--- src/dfa_pkg.sv ---
package dfa_pkg;

   // Field widths
   localparam int EPOCH_W  = 32;
   localparam int OFFSET_W = 17;
   localparam int TEMP_W   = 16;
   localparam int PRECIP_W = 7;
   localparam int COND_W   = 10;
   localparam int DIST_W   = 16;

   // Local time arithmetic. A point's local time is biased by one day so it
   // never goes negative; day numbers are then off by one for every point
   // and for the current time alike, which leaves all comparisons intact.
   localparam int LOCAL_W = 33;
   localparam int DAY_W   = 17;
   localparam int SEC_W   = 17;
   localparam logic [LOCAL_W-1:0] DAY_BIAS = 33'd86400;

   // 86400 = 128 * 675: shift by 7, then multiply by a reciprocal of 675.
   localparam int SPLIT_SHIFT = 7;
   localparam int RECIP_W     = 27;
   localparam int RECIP_SHIFT = 36;
   localparam int PROD_W      = LOCAL_W - SPLIT_SHIFT + RECIP_W;
   localparam logic [RECIP_W-1:0] RECIP_675 = 27'd101806633;

   localparam logic [SEC_W-1:0]  SECONDS_PER_DAY = 17'd86400;
   localparam logic [SEC_W-1:0]  NOON_SECONDS    = 17'd43200;
   localparam logic [DIST_W-1:0] DIST_SENTINEL   = 16'hFFFF;

   // Configuration port
   localparam int CSR_INDEX_W = 2;
   localparam int CSR_DATA_W  = 32;
   localparam logic [CSR_INDEX_W-1:0] CSR_CURRENT_EPOCH   = 2'd0;
   localparam logic [CSR_INDEX_W-1:0] CSR_TIMEZONE_OFFSET = 2'd1;

   // Day selection
   localparam logic DAY_TODAY    = 1'b0;
   localparam logic DAY_TOMORROW = 1'b1;

   // Point data carried along the front pipeline
   typedef struct packed {
      logic signed [TEMP_W-1:0] min_temp;
      logic signed [TEMP_W-1:0] max_temp;
      logic [PRECIP_W-1:0]      precip;
      logic [COND_W-1:0]        condition;
      logic                     last;
      logic                     known;
   } dfa_pay_type;

   // Classified point, as held in the queue
   typedef struct packed {
      dfa_pay_type         pay;
      logic                hit_today;
      logic                hit_tomorrow;
      logic [DIST_W-1:0]   noon_gap;
   } dfa_item_type;

   // Queue write side and queue head
   typedef struct packed {
      logic         valid;
      dfa_item_type item;
   } dfa_slot_type;

endpackage

--- src/dfa_req_if.sv ---
interface dfa_req_if;
   logic                valid;
   logic                ready;
   logic [31:0]         point_epoch;
   logic signed [15:0]  point_min_temp;
   logic signed [15:0]  point_max_temp;
   logic [6:0]          point_precip;
   logic [9:0]          point_condition;
   logic                last_point;

   modport source (
      output valid, point_epoch, point_min_temp, point_max_temp, point_precip,
             point_condition, last_point,
      input  ready
   );

   modport sink (
      input  valid, point_epoch, point_min_temp, point_max_temp, point_precip,
             point_condition, last_point,
      output ready
   );
endinterface

--- src/dfa_rsp_if.sv ---
interface dfa_rsp_if;
   logic                valid;
   logic                ready;
   logic                day_select;
   logic                day_valid;
   logic signed [15:0]  day_min_temp;
   logic signed [15:0]  day_max_temp;
   logic [6:0]          day_precip;
   logic [9:0]          day_condition;
   logic                any_valid;
   logic                run_last;

   modport source (
      output valid, day_select, day_valid, day_min_temp, day_max_temp, day_precip,
             day_condition, any_valid, run_last,
      input  ready
   );

   modport sink (
      input  valid, day_select, day_valid, day_min_temp, day_max_temp, day_precip,
             day_condition, any_valid, run_last,
      output ready
   );
endinterface

--- src/dfa_front.sv ---
module dfa_front #(
   parameter int DEPTH = 8
) (
   input  logic                                  clock,
   input  logic                                  reset,
   dfa_req_if.sink                               req_chan,
   input  logic [dfa_pkg::EPOCH_W-1:0]           cur_epoch,
   input  logic signed [dfa_pkg::OFFSET_W-1:0]   tz_offset,
   input  logic                                  pop,
   output dfa_pkg::dfa_slot_type                 push
);
   import dfa_pkg::*;

   localparam int CREDIT_W = $clog2(DEPTH + 1);

   logic [CREDIT_W-1:0] credit_ff, credit_in;
   logic                accept;

   // stage 1: local times
   logic [LOCAL_W-1:0]  local_pt, local_cur;
   logic                s1_valid_ff;
   dfa_pay_type         s1_pay_ff;
   logic                s1_later_ff;
   logic [LOCAL_W-1:0]  s1_upt_ff, s1_ucur_ff;

   // stage 2: day numbers
   logic [PROD_W-1:0]   prod_pt, prod_cur;
   logic                s2_valid_ff;
   dfa_pay_type         s2_pay_ff;
   logic                s2_later_ff;
   logic [DAY_W-1:0]    s2_qpt_ff, s2_qcur_ff;
   logic [SEC_W-1:0]    s2_ulow_ff;

   // stage 3: seconds into day, day match
   logic [SEC_W-1:0]    day_base, sec;
   logic                s3_valid_ff;
   dfa_pay_type         s3_pay_ff;
   logic                s3_hit_today_ff, s3_hit_tomorrow_ff;
   logic [SEC_W-1:0]    s3_sec_ff;
   logic [DIST_W-1:0]   noon_gap;

   // Count items from acceptance until they leave the queue
   assign req_chan.ready = credit_ff < CREDIT_W'(DEPTH);
   assign accept         = req_chan.valid && req_chan.ready;
   assign credit_in      = credit_ff + CREDIT_W'(accept) - CREDIT_W'(pop);

   always_ff @(posedge clock) begin
      if (reset) begin
         credit_ff <= '0;
      end else begin
         credit_ff <= credit_in;
      end
   end

   assign local_pt  = {1'b0, req_chan.point_epoch}
                    + {{(LOCAL_W-OFFSET_W){tz_offset[OFFSET_W-1]}}, tz_offset}
                    + DAY_BIAS;
   assign local_cur = {1'b0, cur_epoch}
                    + {{(LOCAL_W-OFFSET_W){tz_offset[OFFSET_W-1]}}, tz_offset}
                    + DAY_BIAS;

   assign prod_pt  = PROD_W'(s1_upt_ff[LOCAL_W-1:SPLIT_SHIFT]) * PROD_W'(RECIP_675);
   assign prod_cur = PROD_W'(s1_ucur_ff[LOCAL_W-1:SPLIT_SHIFT]) * PROD_W'(RECIP_675);

   // sec is below one day, so the low bits of the difference are exact
   assign day_base = SEC_W'(s2_qpt_ff) * SECONDS_PER_DAY;
   assign sec      = s2_ulow_ff - day_base;

   always_ff @(posedge clock) begin
      if (reset) begin
         s1_valid_ff <= 1'b0;
         s2_valid_ff <= 1'b0;
         s3_valid_ff <= 1'b0;
      end else begin
         s1_valid_ff <= accept;
         s2_valid_ff <= s1_valid_ff;
         s3_valid_ff <= s2_valid_ff;
      end
   end

   always_ff @(posedge clock) begin
      s1_pay_ff.min_temp  <= req_chan.point_min_temp;
      s1_pay_ff.max_temp  <= req_chan.point_max_temp;
      s1_pay_ff.precip    <= req_chan.point_precip;
      s1_pay_ff.condition <= req_chan.point_condition;
      s1_pay_ff.last      <= req_chan.last_point;
      s1_pay_ff.known     <= cur_epoch != '0;
      s1_later_ff         <= req_chan.point_epoch >= cur_epoch;
      s1_upt_ff           <= local_pt;
      s1_ucur_ff          <= local_cur;

      s2_pay_ff   <= s1_pay_ff;
      s2_later_ff <= s1_later_ff;
      s2_qpt_ff   <= prod_pt[RECIP_SHIFT +: DAY_W];
      s2_qcur_ff  <= prod_cur[RECIP_SHIFT +: DAY_W];
      s2_ulow_ff  <= s1_upt_ff[SEC_W-1:0];

      s3_pay_ff          <= s2_pay_ff;
      s3_hit_today_ff    <= (s2_qpt_ff == s2_qcur_ff) && s2_later_ff;
      s3_hit_tomorrow_ff <= {1'b0, s2_qpt_ff} == ({1'b0, s2_qcur_ff} + (DAY_W+1)'(1));
      s3_sec_ff          <= sec;
   end

   assign noon_gap = (s3_sec_ff >= NOON_SECONDS) ? DIST_W'(s3_sec_ff - NOON_SECONDS)
                                                 : DIST_W'(NOON_SECONDS - s3_sec_ff);

   assign push.valid             = s3_valid_ff;
   assign push.item.pay          = s3_pay_ff;
   assign push.item.hit_today    = s3_hit_today_ff;
   assign push.item.hit_tomorrow = s3_hit_tomorrow_ff;
   assign push.item.noon_gap     = noon_gap;

`ifndef SYNTHESIS
   a_credit_bound: assert property (@(posedge clock) disable iff (reset)
      credit_ff <= CREDIT_W'(DEPTH))
      else $error("front credit count above queue depth");

   a_accept_enters: assert property (@(posedge clock) disable iff (reset)
      accept |=> s1_valid_ff)
      else $error("accepted point did not enter the pipeline");

   a_empty_pipe: assert property (@(posedge clock) disable iff (reset)
      (credit_ff == '0) |-> !(s1_valid_ff || s2_valid_ff || s3_valid_ff))
      else $error("point in flight without credit");
`endif

endmodule

--- src/dfa_queue.sv ---
module dfa_queue #(
   parameter int DEPTH = 8
) (
   input  logic                  clock,
   input  logic                  reset,
   input  dfa_pkg::dfa_slot_type push,
   input  logic                  pop,
   output dfa_pkg::dfa_slot_type head
);
   import dfa_pkg::*;

   localparam int PTR_W = $clog2(DEPTH);
   localparam int CNT_W = PTR_W + 1;

   dfa_item_type        mem_ff [DEPTH];
   logic [PTR_W-1:0]    wr_ptr_ff, rd_ptr_ff;
   logic [CNT_W-1:0]    count_ff, count_in;

   assign count_in = count_ff + CNT_W'(push.valid) - CNT_W'(pop);

   always_ff @(posedge clock) begin
      if (reset) begin
         wr_ptr_ff <= '0;
         rd_ptr_ff <= '0;
         count_ff  <= '0;
      end else begin
         if (push.valid) begin
            wr_ptr_ff <= (wr_ptr_ff == PTR_W'(DEPTH - 1)) ? '0 : wr_ptr_ff + PTR_W'(1);
         end
         if (pop) begin
            rd_ptr_ff <= (rd_ptr_ff == PTR_W'(DEPTH - 1)) ? '0 : rd_ptr_ff + PTR_W'(1);
         end
         count_ff <= count_in;
      end
   end

   always_ff @(posedge clock) begin
      if (push.valid) begin
         mem_ff[wr_ptr_ff] <= push.item;
      end
   end

   assign head.valid = count_ff != '0;
   assign head.item  = mem_ff[rd_ptr_ff];

`ifndef SYNTHESIS
   a_no_overflow: assert property (@(posedge clock) disable iff (reset)
      push.valid |-> (count_ff < CNT_W'(DEPTH)) || pop)
      else $error("queue written while full");

   a_no_underflow: assert property (@(posedge clock) disable iff (reset)
      pop |-> head.valid)
      else $error("queue read while empty");

   a_fill_step: assert property (@(posedge clock) disable iff (reset)
      (push.valid && !pop) |=> count_ff == $past(count_ff) + CNT_W'(1))
      else $error("queue fill count did not advance");
`endif

endmodule

--- src/dfa_back.sv ---
module dfa_back (
   input  logic                  clock,
   input  logic                  reset,
   input  dfa_pkg::dfa_slot_type head,
   output logic                  pop,
   dfa_rsp_if.source             rsp_chan
);
   import dfa_pkg::*;

   typedef struct packed {
      logic                     valid;
      logic signed [TEMP_W-1:0] min_temp;
      logic signed [TEMP_W-1:0] max_temp;
      logic [PRECIP_W-1:0]      precip;
      logic [COND_W-1:0]        condition;
      logic [DIST_W-1:0]        best;
   } dfa_acc_type;

   typedef struct packed {
      logic                     valid;
      logic signed [TEMP_W-1:0] min_temp;
      logic signed [TEMP_W-1:0] max_temp;
      logic [PRECIP_W-1:0]      precip;
      logic [COND_W-1:0]        condition;
   } dfa_sum_type;

   localparam dfa_acc_type ACC_CLEAR = '{
      valid: 1'b0, min_temp: '0, max_temp: '0, precip: '0, condition: '0,
      best: DIST_SENTINEL
   };

   // results still to send for the captured run
   localparam logic [1:0] CNT_IDLE = 2'd0;
   localparam logic [1:0] CNT_ONE  = 2'd1;
   localparam logic [1:0] CNT_TWO  = 2'd2;

   dfa_acc_type  acc_ff [2];
   dfa_acc_type  acc_in [2];
   dfa_acc_type  upd    [2];
   dfa_sum_type  sum_ff [2];
   dfa_sum_type  sum_in [2];
   logic         any_ff, any_in;
   logic [1:0]   cnt_ff, cnt_in;
   logic         out_free, take_last, out_xfer, sel;

   assign out_xfer  = rsp_chan.valid && rsp_chan.ready;
   assign out_free  = (cnt_ff == CNT_IDLE) || ((cnt_ff == CNT_ONE) && rsp_chan.ready);
   assign pop       = head.valid && (!head.item.pay.last || out_free);
   assign take_last = pop && head.item.pay.last;

   // fold the head point into both days
   always_comb begin
      logic hit;
      logic v;
      for (int d = 0; d < 2; d++) begin
         hit    = (d == 0) ? head.item.hit_today : head.item.hit_tomorrow;
         upd[d] = acc_ff[d];
         if (hit) begin
            upd[d].valid = 1'b1;
            if (!acc_ff[d].valid ||
                ($signed(head.item.pay.min_temp) < $signed(acc_ff[d].min_temp))) begin
               upd[d].min_temp = head.item.pay.min_temp;
            end
            if (!acc_ff[d].valid ||
                ($signed(head.item.pay.max_temp) > $signed(acc_ff[d].max_temp))) begin
               upd[d].max_temp = head.item.pay.max_temp;
            end
            if (head.item.pay.precip > acc_ff[d].precip) begin
               upd[d].precip = head.item.pay.precip;
            end
            if (head.item.noon_gap < acc_ff[d].best) begin
               upd[d].best      = head.item.noon_gap;
               upd[d].condition = head.item.pay.condition;
            end
         end

         v = head.item.pay.known && upd[d].valid;
         sum_in[d].valid     = v;
         sum_in[d].min_temp  = v ? upd[d].min_temp  : '0;
         sum_in[d].max_temp  = v ? upd[d].max_temp  : '0;
         sum_in[d].precip    = v ? upd[d].precip    : '0;
         sum_in[d].condition = v ? upd[d].condition : '0;

         if (take_last) begin
            acc_in[d] = ACC_CLEAR;
         end else if (pop) begin
            acc_in[d] = upd[d];
         end else begin
            acc_in[d] = acc_ff[d];
         end
      end
      any_in = head.item.pay.known && (upd[0].valid || upd[1].valid);
   end

   always_comb begin
      priority if (take_last) begin
         cnt_in = CNT_TWO;
      end else if (out_xfer) begin
         cnt_in = cnt_ff - 2'd1;
      end else begin
         cnt_in = cnt_ff;
      end
   end

   always_ff @(posedge clock) begin
      if (reset) begin
         acc_ff[0] <= ACC_CLEAR;
         acc_ff[1] <= ACC_CLEAR;
         cnt_ff    <= CNT_IDLE;
      end else begin
         acc_ff[0] <= acc_in[0];
         acc_ff[1] <= acc_in[1];
         cnt_ff    <= cnt_in;
      end
   end

   always_ff @(posedge clock) begin
      if (take_last) begin
         sum_ff[0] <= sum_in[0];
         sum_ff[1] <= sum_in[1];
         any_ff    <= any_in;
      end
   end

   assign sel = (cnt_ff == CNT_ONE) ? DAY_TOMORROW : DAY_TODAY;

   assign rsp_chan.valid         = cnt_ff != CNT_IDLE;
   assign rsp_chan.day_select    = sel;
   assign rsp_chan.day_valid     = sum_ff[sel].valid;
   assign rsp_chan.day_min_temp  = sum_ff[sel].min_temp;
   assign rsp_chan.day_max_temp  = sum_ff[sel].max_temp;
   assign rsp_chan.day_precip    = sum_ff[sel].precip;
   assign rsp_chan.day_condition = sum_ff[sel].condition;
   assign rsp_chan.any_valid     = any_ff;
   assign rsp_chan.run_last      = sel;

`ifndef SYNTHESIS
   a_run_loads_pair: assert property (@(posedge clock) disable iff (reset)
      take_last |=> cnt_ff == CNT_TWO)
      else $error("last point did not load two results");

   a_run_clears: assert property (@(posedge clock) disable iff (reset)
      take_last |=> (!acc_ff[0].valid && !acc_ff[1].valid))
      else $error("accumulators not cleared after last point");

   a_day_implies_any: assert property (@(posedge clock) disable iff (reset)
      (rsp_chan.valid && rsp_chan.day_valid) |-> rsp_chan.any_valid)
      else $error("valid day reported without any_valid");

   a_pop_needs_head: assert property (@(posedge clock) disable iff (reset)
      pop |-> head.valid)
      else $error("point taken from empty queue");
`endif

endmodule

--- src/daily_forecast_aggregator.sv ---
// Channel    Dir  Payload                                       Transfer
// req_chan   in   point_epoch, temps, precip, condition, last   valid & ready
// rsp_chan   out  day summary, any_valid, run_last              valid & ready
// csr_*      in   csr_index, csr_wdata                          csr_wr_en
//
// One point is accepted per cycle while req_chan.ready is high. A point passes three
// front stages (local time add, reciprocal multiply for the day number, remainder and
// day match), then the queue write, before it is folded into the accumulators. A last
// point yields two results, today then tomorrow, one per cycle while rsp_chan.ready is
// high; that output register sets the rate only for runs of back-to-back last points.
// req_chan.ready drops once QUEUE_DEPTH points sit in the front and the queue.
// Synchronous active-high reset clears configuration, counters and accumulators.
module daily_forecast_aggregator #(
   parameter int QUEUE_DEPTH = 8
) (
   input  logic                               clock,
   input  logic                               reset,
   dfa_req_if.sink                            req_chan,
   dfa_rsp_if.source                          rsp_chan,
   input  logic                               csr_wr_en,
   input  logic [dfa_pkg::CSR_INDEX_W-1:0]    csr_index,
   input  logic [dfa_pkg::CSR_DATA_W-1:0]     csr_wdata
);
   import dfa_pkg::*;

   // configuration registers
   logic [EPOCH_W-1:0]         cur_epoch_ff;
   logic signed [OFFSET_W-1:0] tz_offset_ff;

   // front to queue, queue to back
   dfa_slot_type push;
   dfa_slot_type head;
   logic         pop;

   // Write registers; drop writes to unknown indexes
   always_ff @(posedge clock) begin
      if (reset) begin
         cur_epoch_ff <= '0;
         tz_offset_ff <= '0;
      end else if (csr_wr_en) begin
         unique case (csr_index)
            CSR_CURRENT_EPOCH: begin
               cur_epoch_ff <= csr_wdata[EPOCH_W-1:0];
            end
            CSR_TIMEZONE_OFFSET: begin
               tz_offset_ff <= csr_wdata[OFFSET_W-1:0];
            end
            default: begin
            end
         endcase
      end
   end

   // Classify each point: day number, today or tomorrow, noon distance
   dfa_front #(
      .DEPTH (QUEUE_DEPTH)
   ) u_front (
      .clock     (clock),
      .reset     (reset),
      .req_chan  (req_chan),
      .cur_epoch (cur_epoch_ff),
      .tz_offset (tz_offset_ff),
      .pop       (pop),
      .push      (push)
   );

   // Hold classified points until the back end takes them
   dfa_queue #(
      .DEPTH (QUEUE_DEPTH)
   ) u_queue (
      .clock (clock),
      .reset (reset),
      .push  (push),
      .pop   (pop),
      .head  (head)
   );

   // Accumulate per day and emit the pair of summaries on the last point
   dfa_back u_back (
      .clock    (clock),
      .reset    (reset),
      .head     (head),
      .pop      (pop),
      .rsp_chan (rsp_chan)
   );

endmodule

--- src/flat_wrapper.sv ---
// flat-port wrapper written by rule: the top's interface ports become plain ports
module daily_forecast_aggregator_flat import dfa_pkg::*;
#(
   parameter int QUEUE_DEPTH = 8
)
  (clock, reset, csr_wr_en, csr_index, csr_wdata, req_chan_valid, req_chan_point_epoch, req_chan_point_min_temp, req_chan_point_max_temp, req_chan_point_precip, req_chan_point_condition, req_chan_last_point, req_chan_ready, rsp_chan_valid, rsp_chan_day_select, rsp_chan_day_valid, rsp_chan_day_min_temp, rsp_chan_day_max_temp, rsp_chan_day_precip, rsp_chan_day_condition, rsp_chan_any_valid, rsp_chan_run_last, rsp_chan_ready);
  dfa_req_if req_chan_i ();
  dfa_rsp_if rsp_chan_i ();
  input  logic clock;
  input  logic reset;
  input  logic csr_wr_en;
  input  logic [dfa_pkg::CSR_INDEX_W-1:0] csr_index;
  input  logic [dfa_pkg::CSR_DATA_W-1:0] csr_wdata;
  input wire logic [$bits(req_chan_i.valid)-1:0] req_chan_valid;
  input wire logic [$bits(req_chan_i.point_epoch)-1:0] req_chan_point_epoch;
  input wire logic [$bits(req_chan_i.point_min_temp)-1:0] req_chan_point_min_temp;
  input wire logic [$bits(req_chan_i.point_max_temp)-1:0] req_chan_point_max_temp;
  input wire logic [$bits(req_chan_i.point_precip)-1:0] req_chan_point_precip;
  input wire logic [$bits(req_chan_i.point_condition)-1:0] req_chan_point_condition;
  input wire logic [$bits(req_chan_i.last_point)-1:0] req_chan_last_point;
  output wire logic [$bits(req_chan_i.ready)-1:0] req_chan_ready;
  output wire logic [$bits(rsp_chan_i.valid)-1:0] rsp_chan_valid;
  output wire logic [$bits(rsp_chan_i.day_select)-1:0] rsp_chan_day_select;
  output wire logic [$bits(rsp_chan_i.day_valid)-1:0] rsp_chan_day_valid;
  output wire logic [$bits(rsp_chan_i.day_min_temp)-1:0] rsp_chan_day_min_temp;
  output wire logic [$bits(rsp_chan_i.day_max_temp)-1:0] rsp_chan_day_max_temp;
  output wire logic [$bits(rsp_chan_i.day_precip)-1:0] rsp_chan_day_precip;
  output wire logic [$bits(rsp_chan_i.day_condition)-1:0] rsp_chan_day_condition;
  output wire logic [$bits(rsp_chan_i.any_valid)-1:0] rsp_chan_any_valid;
  output wire logic [$bits(rsp_chan_i.run_last)-1:0] rsp_chan_run_last;
  input wire logic [$bits(rsp_chan_i.ready)-1:0] rsp_chan_ready;
  assign req_chan_i.valid = req_chan_valid;
  assign req_chan_i.point_epoch = req_chan_point_epoch;
  assign req_chan_i.point_min_temp = req_chan_point_min_temp;
  assign req_chan_i.point_max_temp = req_chan_point_max_temp;
  assign req_chan_i.point_precip = req_chan_point_precip;
  assign req_chan_i.point_condition = req_chan_point_condition;
  assign req_chan_i.last_point = req_chan_last_point;
  assign req_chan_ready = req_chan_i.ready;
  assign rsp_chan_valid = rsp_chan_i.valid;
  assign rsp_chan_day_select = rsp_chan_i.day_select;
  assign rsp_chan_day_valid = rsp_chan_i.day_valid;
  assign rsp_chan_day_min_temp = rsp_chan_i.day_min_temp;
  assign rsp_chan_day_max_temp = rsp_chan_i.day_max_temp;
  assign rsp_chan_day_precip = rsp_chan_i.day_precip;
  assign rsp_chan_day_condition = rsp_chan_i.day_condition;
  assign rsp_chan_any_valid = rsp_chan_i.any_valid;
  assign rsp_chan_run_last = rsp_chan_i.run_last;
  assign rsp_chan_i.ready = rsp_chan_ready;
  daily_forecast_aggregator #(.QUEUE_DEPTH(QUEUE_DEPTH)) u_core (.clock(clock), .reset(reset), .req_chan(req_chan_i), .rsp_chan(rsp_chan_i), .csr_wr_en(csr_wr_en), .csr_index(csr_index), .csr_wdata(csr_wdata));
endmodule
--- config.mk ---
export PLATFORM = sky130hd
export DESIGN_NAME = daily_forecast_aggregator_flat
export DESIGN_NICKNAME = d
export VERILOG_FILES = /design/src/dfa_pkg.sv /design/src/dfa_req_if.sv /design/src/dfa_rsp_if.sv /design/src/dfa_front.sv /design/src/dfa_queue.sv /design/src/dfa_back.sv /design/src/daily_forecast_aggregator.sv /design/src/flat_wrapper.sv
export SDC_FILE = /design/constraint.sdc
export NUM_CORES = 2
export LEC_CHECK = 0
export BUFFER_PORTS_ARGS = -buffer_cell sky130_fd_sc_hd__buf_2
export CAP_MARGIN = 20
export CORE_MARGIN = 3
export CORE_UTILIZATION = 40
export CTS_CLUSTER_DIAMETER = 40
export DETAILED_ROUTE_END_ITERATION = 8
export HOLD_SLACK_MARGIN = 0.08
export PLACE_DENSITY = 0.54
export SLEW_MARGIN = 20
export SYNTH_ARGS = -nofsm -noshare
export SYNTH_HDL_FRONTEND = slang
export SYNTH_HIERARCHICAL = 1
export SYNTH_SLANG_ARGS = --single-unit
--- constraint.sdc ---
create_clock -name clock -period 8.8 [get_ports clock]
set_clock_uncertainty 0.1 [all_clocks]
set_input_delay 1.32 -clock clock [delete_from_list [all_inputs] [get_ports clock]]
set_output_delay 1.32 -clock clock [all_outputs]
set_load 0.03 [all_outputs]
* Yosys cells after proc, flatten, opt, wreduce, memory -nomap -nowiden
Memories as Yosys holds them, arrays and structs flattened. A register that Yosys moved wholly into a read port is not among the register bits.
Index checks and enable logic that the tools add are counted.
** Storage, ports and cells
- Register bits after elaboration :: 360
- RAM bits :: 784
- Bits of input ports :: 121
- Output and inout bits :: 55
- Logic and storage cells :: 147
- Memories :: 3
** Memory list
- u_core.u_queue.mem_ff :: depth 8, bits a word 69, read ports 1, clocked after Yosys merged registers in 1, write ports 1, line dfa_queue.sv:15 : dfa_item_type mem_ff [DEPTH];
- u_core.u_back.acc_ff :: depth 2, bits a word 66, read ports 2, clocked after Yosys merged registers in 0, write ports 2, line dfa_back.sv:37 : dfa_acc_type acc_ff [2];
- u_core.u_back.sum_ff :: depth 2, bits a word 50, read ports 1, clocked after Yosys merged registers in 0, write ports 2, line dfa_back.sv:40 : dfa_sum_type sum_ff [2];
** Operators by class
- Add/subtract/negate cells :: 15
- Multipliers :: 3
- Order comparisons :: 11
- Eq/ne operators :: 6
- Multiplexer cells :: 39
- Bitwise operators :: 2
- Reductions and logical operators :: 28
** Operators with widths (number)
- $mux W66 :: 8
- $mux W16 :: 9
- $mul A26 B27 Y53 const B :: 2
- $add A32 B33 Y33 :: 2
- $add A33 B17 Y33 const B :: 2
- $lt A16 B16 Y1 :: 4
- $mux W26 :: 2
- $ge A32 B32 Y1 :: 1
- $gt A16 B16 Y1 :: 2
- $reduce_bool A32 Y1 :: 1
- $mux W7 :: 4
- $mux W10 :: 2
- $add A17 B1 Y18 const B :: 1
- $eq A17 B18 Y1 :: 1
- $eq A17 B17 Y1 :: 1
- $ge A17 B16 Y1 const B :: 1
- $mul A17 B10 Y10 const B :: 1
- $sub A17 B17 Y17 :: 1
- $sub A16 B16 Y16 const A :: 1
- $sub A16 B16 Y16 const B :: 1
- $gt A7 B7 Y1 :: 2
- $mux W3 :: 4
- $logic_and A1 B1 Y1 :: 9
- $add A4 B1 Y4 :: 2
- 16 further kinds :: 40

* Depth between registers and ports, before layout
- Depth in word-level cells :: 8
- Mapped depth :: 25
- Gate-level depth less buffers :: 25

* Cells and area by module
The synthesis kept the hierarchy.
** Modules (own cells, without submodules)
- dfa_front :: times used 1, cells an instance 3177, area an instance 32127.1 um2, sequential area each 5825.6 um2
- dfa_queue :: times used 1, cells an instance 868, area an instance 21358.0 um2, sequential area each 16836.1 um2
- dfa_back :: times used 1, cells an instance 1414, area an instance 13470.4 um2, sequential area each 5715.5 um2
- daily_forecast_aggregator :: times used 1, cells an instance 196, area an instance 2120.8 um2, sequential area each 980.9 um2

* Worst setup path before layout
Ideal clock, no wire load.
- Path type :: register -> register
- Start point :: reg u_core.u_front.s1_upt_ff[25]
- End point :: reg u_core.u_front.s2_qpt_ff[15]
- Setup time :: 0.119 ns
- Data arrival time :: 6.250 ns
- Required time :: 8.581 ns
- Slack :: 2.331 ns
- Stages on the path, launching flop included :: 21
- Buffers on the path :: 0
- Clock period less this slack :: 6.469 ns
- Path through :: dfxtp_1 fa_1 ha_1 inv_1 fa_1 inv_1 fa_1 fa_1 fa_1 inv_1 fa_1 inv_1 ha_1 nand4_2 or4_4 o32ai_1 a31o_2 a41oi_4 o311ai_4 o211ai_1 xnor2_1
** On the way
- Cells in the longest elaborated chain, start to end :: 1
** RTL lines
- start: declaration :: line dfa_front.sv:24 : logic [LOCAL_W-1:0] s1_upt_ff, s1_ucur_ff;
- start signal: assignment :: line dfa_front.sv:89 : s1_upt_ff <= local_pt;
- $mul A26 B27 Y53 :: line dfa_front.sv:62 : assign prod_pt = PROD_W'(s1_upt_ff[LOCAL_W-1:SPLIT_SHIFT]) * PROD_W'(RECIP_675);
- via u_core.u_front.prod_pt[51] :: line dfa_front.sv:27 : logic [PROD_W-1:0] prod_pt, prod_cur;
- end signal: assignment :: line dfa_front.sv:94 : s2_qpt_ff <= prod_pt[RECIP_SHIFT +: DAY_W];
- end: declaration :: line dfa_front.sv:31 : logic [DAY_W-1:0] s2_qpt_ff, s2_qcur_ff;
The timed path passes the listed nets, and every way through them passes these cells.
A chain may end at the register's enable or synchronous reset.

* Worst setup path in the final report
Ends and elaborated chain as after synthesis.

==> metrics.txt <==
result of the run=complete, no violations; portion of synthesized cell area occupied by the leading cell type=0.284; final hold viol count=0; library cell appearing most often on the critical path=fa_1; fraction of final layout cells with drive strength greater than 1=0.140; fraction of the mapped netlist area in compound gates=0.0633; Worst Max-Slew Pin Slew=between 1000 and 1500 ps; type of the setup path with the least slack=reg2reg; Area Overhead vs Synth=14.1%; CTS Root Cell=clkbuf_16; number of I/O pins=176; type of the worst min-delay path=reg2reg; First-pass DRT Iterations=5; NumNets Final=7324; Slew Limit Fails=0; delay contributed by the slowest stage of the critical path=720 ps; critical path data required time=9300 ps; antenna violations before repair=5; basic-gate share of the synthesized area counting and, or, nand and nor cells=0.0574; Setup crit end kind=flip-flop; cell with the largest stage delay on the worst path=dfxtp_1; floorplan row count=151; clock period minus worst slack=7020 ps; async set-reset flop share out of synthesis=0; endpoint of the lowest-slack register-to-register path=u_core/u_front/s2_qpt_ff[15]; CP Data Arrival Time=7520 ps; cell taking the most area after synthesis=edfxtp_1; Placeable Area=170000 sq um; largest net degree at the start of global routing=90; largest fanout of any net on the critical path=11; Starting Density=0.405; multiplexer share of the synthesized area=0.0963; Min-Delay Path Depth=0; RSZ-0062 raised after global routing=no; number of buffers added to fix hold violations after cts=0; Critical Path Start Type=flip-flop; Setup TNS=0 ps; setup slack of the worst register-to-register path=about 1800 ps; largest family of logic cells by synthesized area=adder cells; #FFs+latches synth=between 1000 and 1500; sum of overflow across all layers after global routing=0; Die X-Extent=approximately 420 microns; Routed WL=165000 microns; clock input transition at the sequential cells of the worst setup and hold paths=roughly 50 ps; cell-by-cell trace of the critical path=fa_1 > ha_1 > inv_1 > fa_1 > inv_1 > fa_1 > fa_1 > fa_1 > inv_1 > fa_1 > inv_1 > ha_1 > nand4_2 > or4_4 > o32ai_1 > a31o_2 > a41oi_4 > o311ai_4 > o211ai_1 > xnor2_1; chip height=~420 microns; total via count in the routed design=41857; Synth Cell Area=69100 sq um; average cell area after synthesis=roughly 12 sq um; post-detailed-placement half-perimeter wirelength=~120000 microns; number of design-rule violations left by the first detailed-router iteration=between 2000 and 2500; largest buffer count on any clock path=3; critical path's top delay family=adder cells; overall global routing resource usage=0.187; synthesized-area fraction occupied by xor and xnor cells=0.0194; TritonCTS clock tree=built; most common flop cell mapped by yosys=edfxtp_1; arithmetic-cell share of the synthesized area counting full adders, half adders and majority gates=0.275; cell depth of the worst flop-to-flop path=20; number of fillers in the final layout=about 16000; number of nets in the synthesized netlist=7065; count of unique library cells instantiated by Yosys=91; Post-synth EDFFs=653; Tcrit/Tclk final=0.797; Max Fclk=143 MHz; ratio of routed vias to standard cells=5.00; sequential cell area fraction in the yosys report=0.425; buffers inserted by post-CTS timing repair=0; number of maximum-capacitance violations=0; worst flop-to-flop path startpoint=u_core/u_front/s1_upt_ff[25]; gate count after technology mapping=around 5700; final setup vio count=0; DRC viols=0; Num Clock Sinks=1140; routed length per instance=19.7 microns; port buffer count=175; clk_lat worst skew=780 ps; via count of the first global-routing pass=44001; headroom to the max-slew limit=0.249; Total Die Area=about 180000 sq um; beginning of the worst hold path=u_core/u_front/s1_pay_ff[17]; global-route wire length before repair=259000 microns; capture endpoint of the worst hold path=u_core/u_front/s2_pay_ff[17]; CP Depth=20; cts bufs inserted=178; number of gates given a new drive strength after cts=0; deepest level of the CTS H-tree=4; total buffers and inverters traversed by the critical path=4; DRT antenna net count=0; Synthesis Warnings=6; top post-synthesis cells by area=edfxtp_1 28%, ha_1 16%, dfxtp_1 14%; RePlAce Congestion=0.889
==> placed cells by master, fill, tap and decap left out, drive strengths merged, types with 19 or more instances in the layout <==
master | synthesis | routed
o22ai | 20 | 20
nand2 | 317 | 317
mux2 | 119 | 119
clkbuf | 74 | 204
nand2b | 109 | 109
a211oi | 33 | 33
a21o | 95 | 95
nor2 | 159 | 159
nand3 | 78 | 78
xor2 | 53 | 53
nor4 | 19 | 19
fa | 380 | 380
xnor2 | 100 | 100
clkinvlp | 0 | 21
clkinv | 2 | 63
buf | 70 | 223
o21ai | 113 | 113
inv | 955 | 991
o211ai | 32 | 32
ha | 909 | 909
a21oi | 211 | 211
nand4 | 30 | 30
mux4 | 138 | 138
o21bai | 22 | 22
nor2b | 28 | 28
dfxtp | 487 | 487
o31ai | 28 | 28
mux2i | 219 | 219
nor3 | 30 | 30
edfxtp | 653 | 653
==> sequential cells by signal (all words and copies together), names as in the netlist, 2 cells and up, named ones only <==
| signal | count |
|---|---|
| u_core/u_queue/wr_ptr_ff | 3 |
| u_core/u_front/s2_pay_ff | 51 |
| u_core/u_front/push | 51 |
| u_core/u_queue/rd_ptr_ff | 3 |
| u_core/u_front/s1_upt_ff | 33 |
| u_core/u_queue/mem_ff | 552 |
| u_core/u_front/s2_ulow_ff | 17 |
| u_core/u_back/cnt_ff | 2 |
| u_core/u_front/credit_ff | 4 |
| u_core/u_front/s1_pay_ff | 51 |
| u_core/u_front/s3_sec_ff | 17 |
| u_core/tz_offset_ff | 17 |
| u_core/u_front/s2_qpt_ff | 17 |
| u_core/u_front/s2_qcur_ff | 17 |
| u_core/u_back/sum_ff | 100 |
| u_core/u_front/s1_ucur_ff | 26 |
| u_core/cur_epoch_ff | 32 |
| u_core/u_queue/count_ff | 4 |
| u_core/u_back/acc_ff | 132 |
==> layer usage <==
metal / wire [microns] / global-route usage / vias up / part of all wire
met5: 13 / 0 / - / 0.000079
met4: 3500 / 0.0475 / 2 / 0.021
met3: 5830 / 0.0278 / 246 / 0.035
met2: 79700 / 0.318 / 742 / 0.48
met1: 75600 / 0.250 / 20667 / 0.46
li1: - / - / 20200 / -
==> worst max path at each step <==
stage	from	to
6_report	u_core/u_front/s1_upt_ff[25]	u_core/u_front/s2_qpt_ff[15]
5_1_grt	u_core/u_front/s1_upt_ff[25]	u_core/u_front/s2_qpt_ff[16]
4_1_cts	u_core/u_front/s1_upt_ff[25]	u_core/u_front/s2_qpt_ff[15]
3_5_place_dp	u_core/u_front/s1_upt_ff[25]	u_core/u_front/s2_qpt_ff[15]
3_3_place_gp	u_core/u_front/s1_ucur_ff[25]	u_core/u_front/s2_qcur_ff[16]
2_1_floorplan	u_core/u_front/s1_upt_ff[25]	u_core/u_front/s2_qpt_ff[15]
==> through the flow <==
| step | cells | utilization | hold slack (ps) | setup slack [ps] | cell area [sq um] |
|---|---|---|---|---|---|
| floorplan | 5655 | - | 210 | 2330 | 69100 |
| global placement | 8027 | 0.426 | 212 | 1910 | 72500 |
| detailed placement | 8027 | 0.426 | 212 | 1820 | 72500 |
| CTS | 8364 | 0.462 | 197 | 1760 | 78800 |
| global route | 8366 | 0.463 | 217 | 1510 | 78800 |
| finish | 8367 | 0.463 | 200 | 1780 | 78800 |
==> cell type report <==
type	instances	area, sq um	share of cell area
Clock inverter	133	1610	0.0204
Tap cell	2295	2870	0.0364
Antenna cell	1	2.50	0.0000317
Inverter	957	3590	0.0456
Timing Repair Buffer	223	1280	0.0163
Clock buffer	204	4640	0.0589
Multi-Input combinational cell	3414	35500	0.450
Sequential cell	1140	29400	0.373
==> kinds of logic after synthesis <==
kind of cell               count (synthesis)
adders and majority gates               1289
DFF                                     1140
buffers and inverters                   1101
and+or+nand+nor                          829
AOI/OAI and AO/OA                        667
muxes                                    476
xor gates and xnor gates                 153
==> synthesized netlist by cell type, types with 32 or more instances <==
cell	instances
a211oi_1	32
a21o_1	95
a21oi_1	210
clkbuf_1	74
dfxtp_1	487
edfxtp_1	653
fa_1	380
ha_1	909
inv_1	955
mux2_2	119
mux2i_1	218
mux4_2	138
nand2_1	316
nand2b_1	109
nand3_1	78
nor2_1	159
o211ai_1	32
o21ai_0	104
xnor2_1	100
xor2_1	53
Power is not shown: default switching activity piles up to over one toggle a cycle in this logic, so the estimate is an artifact.
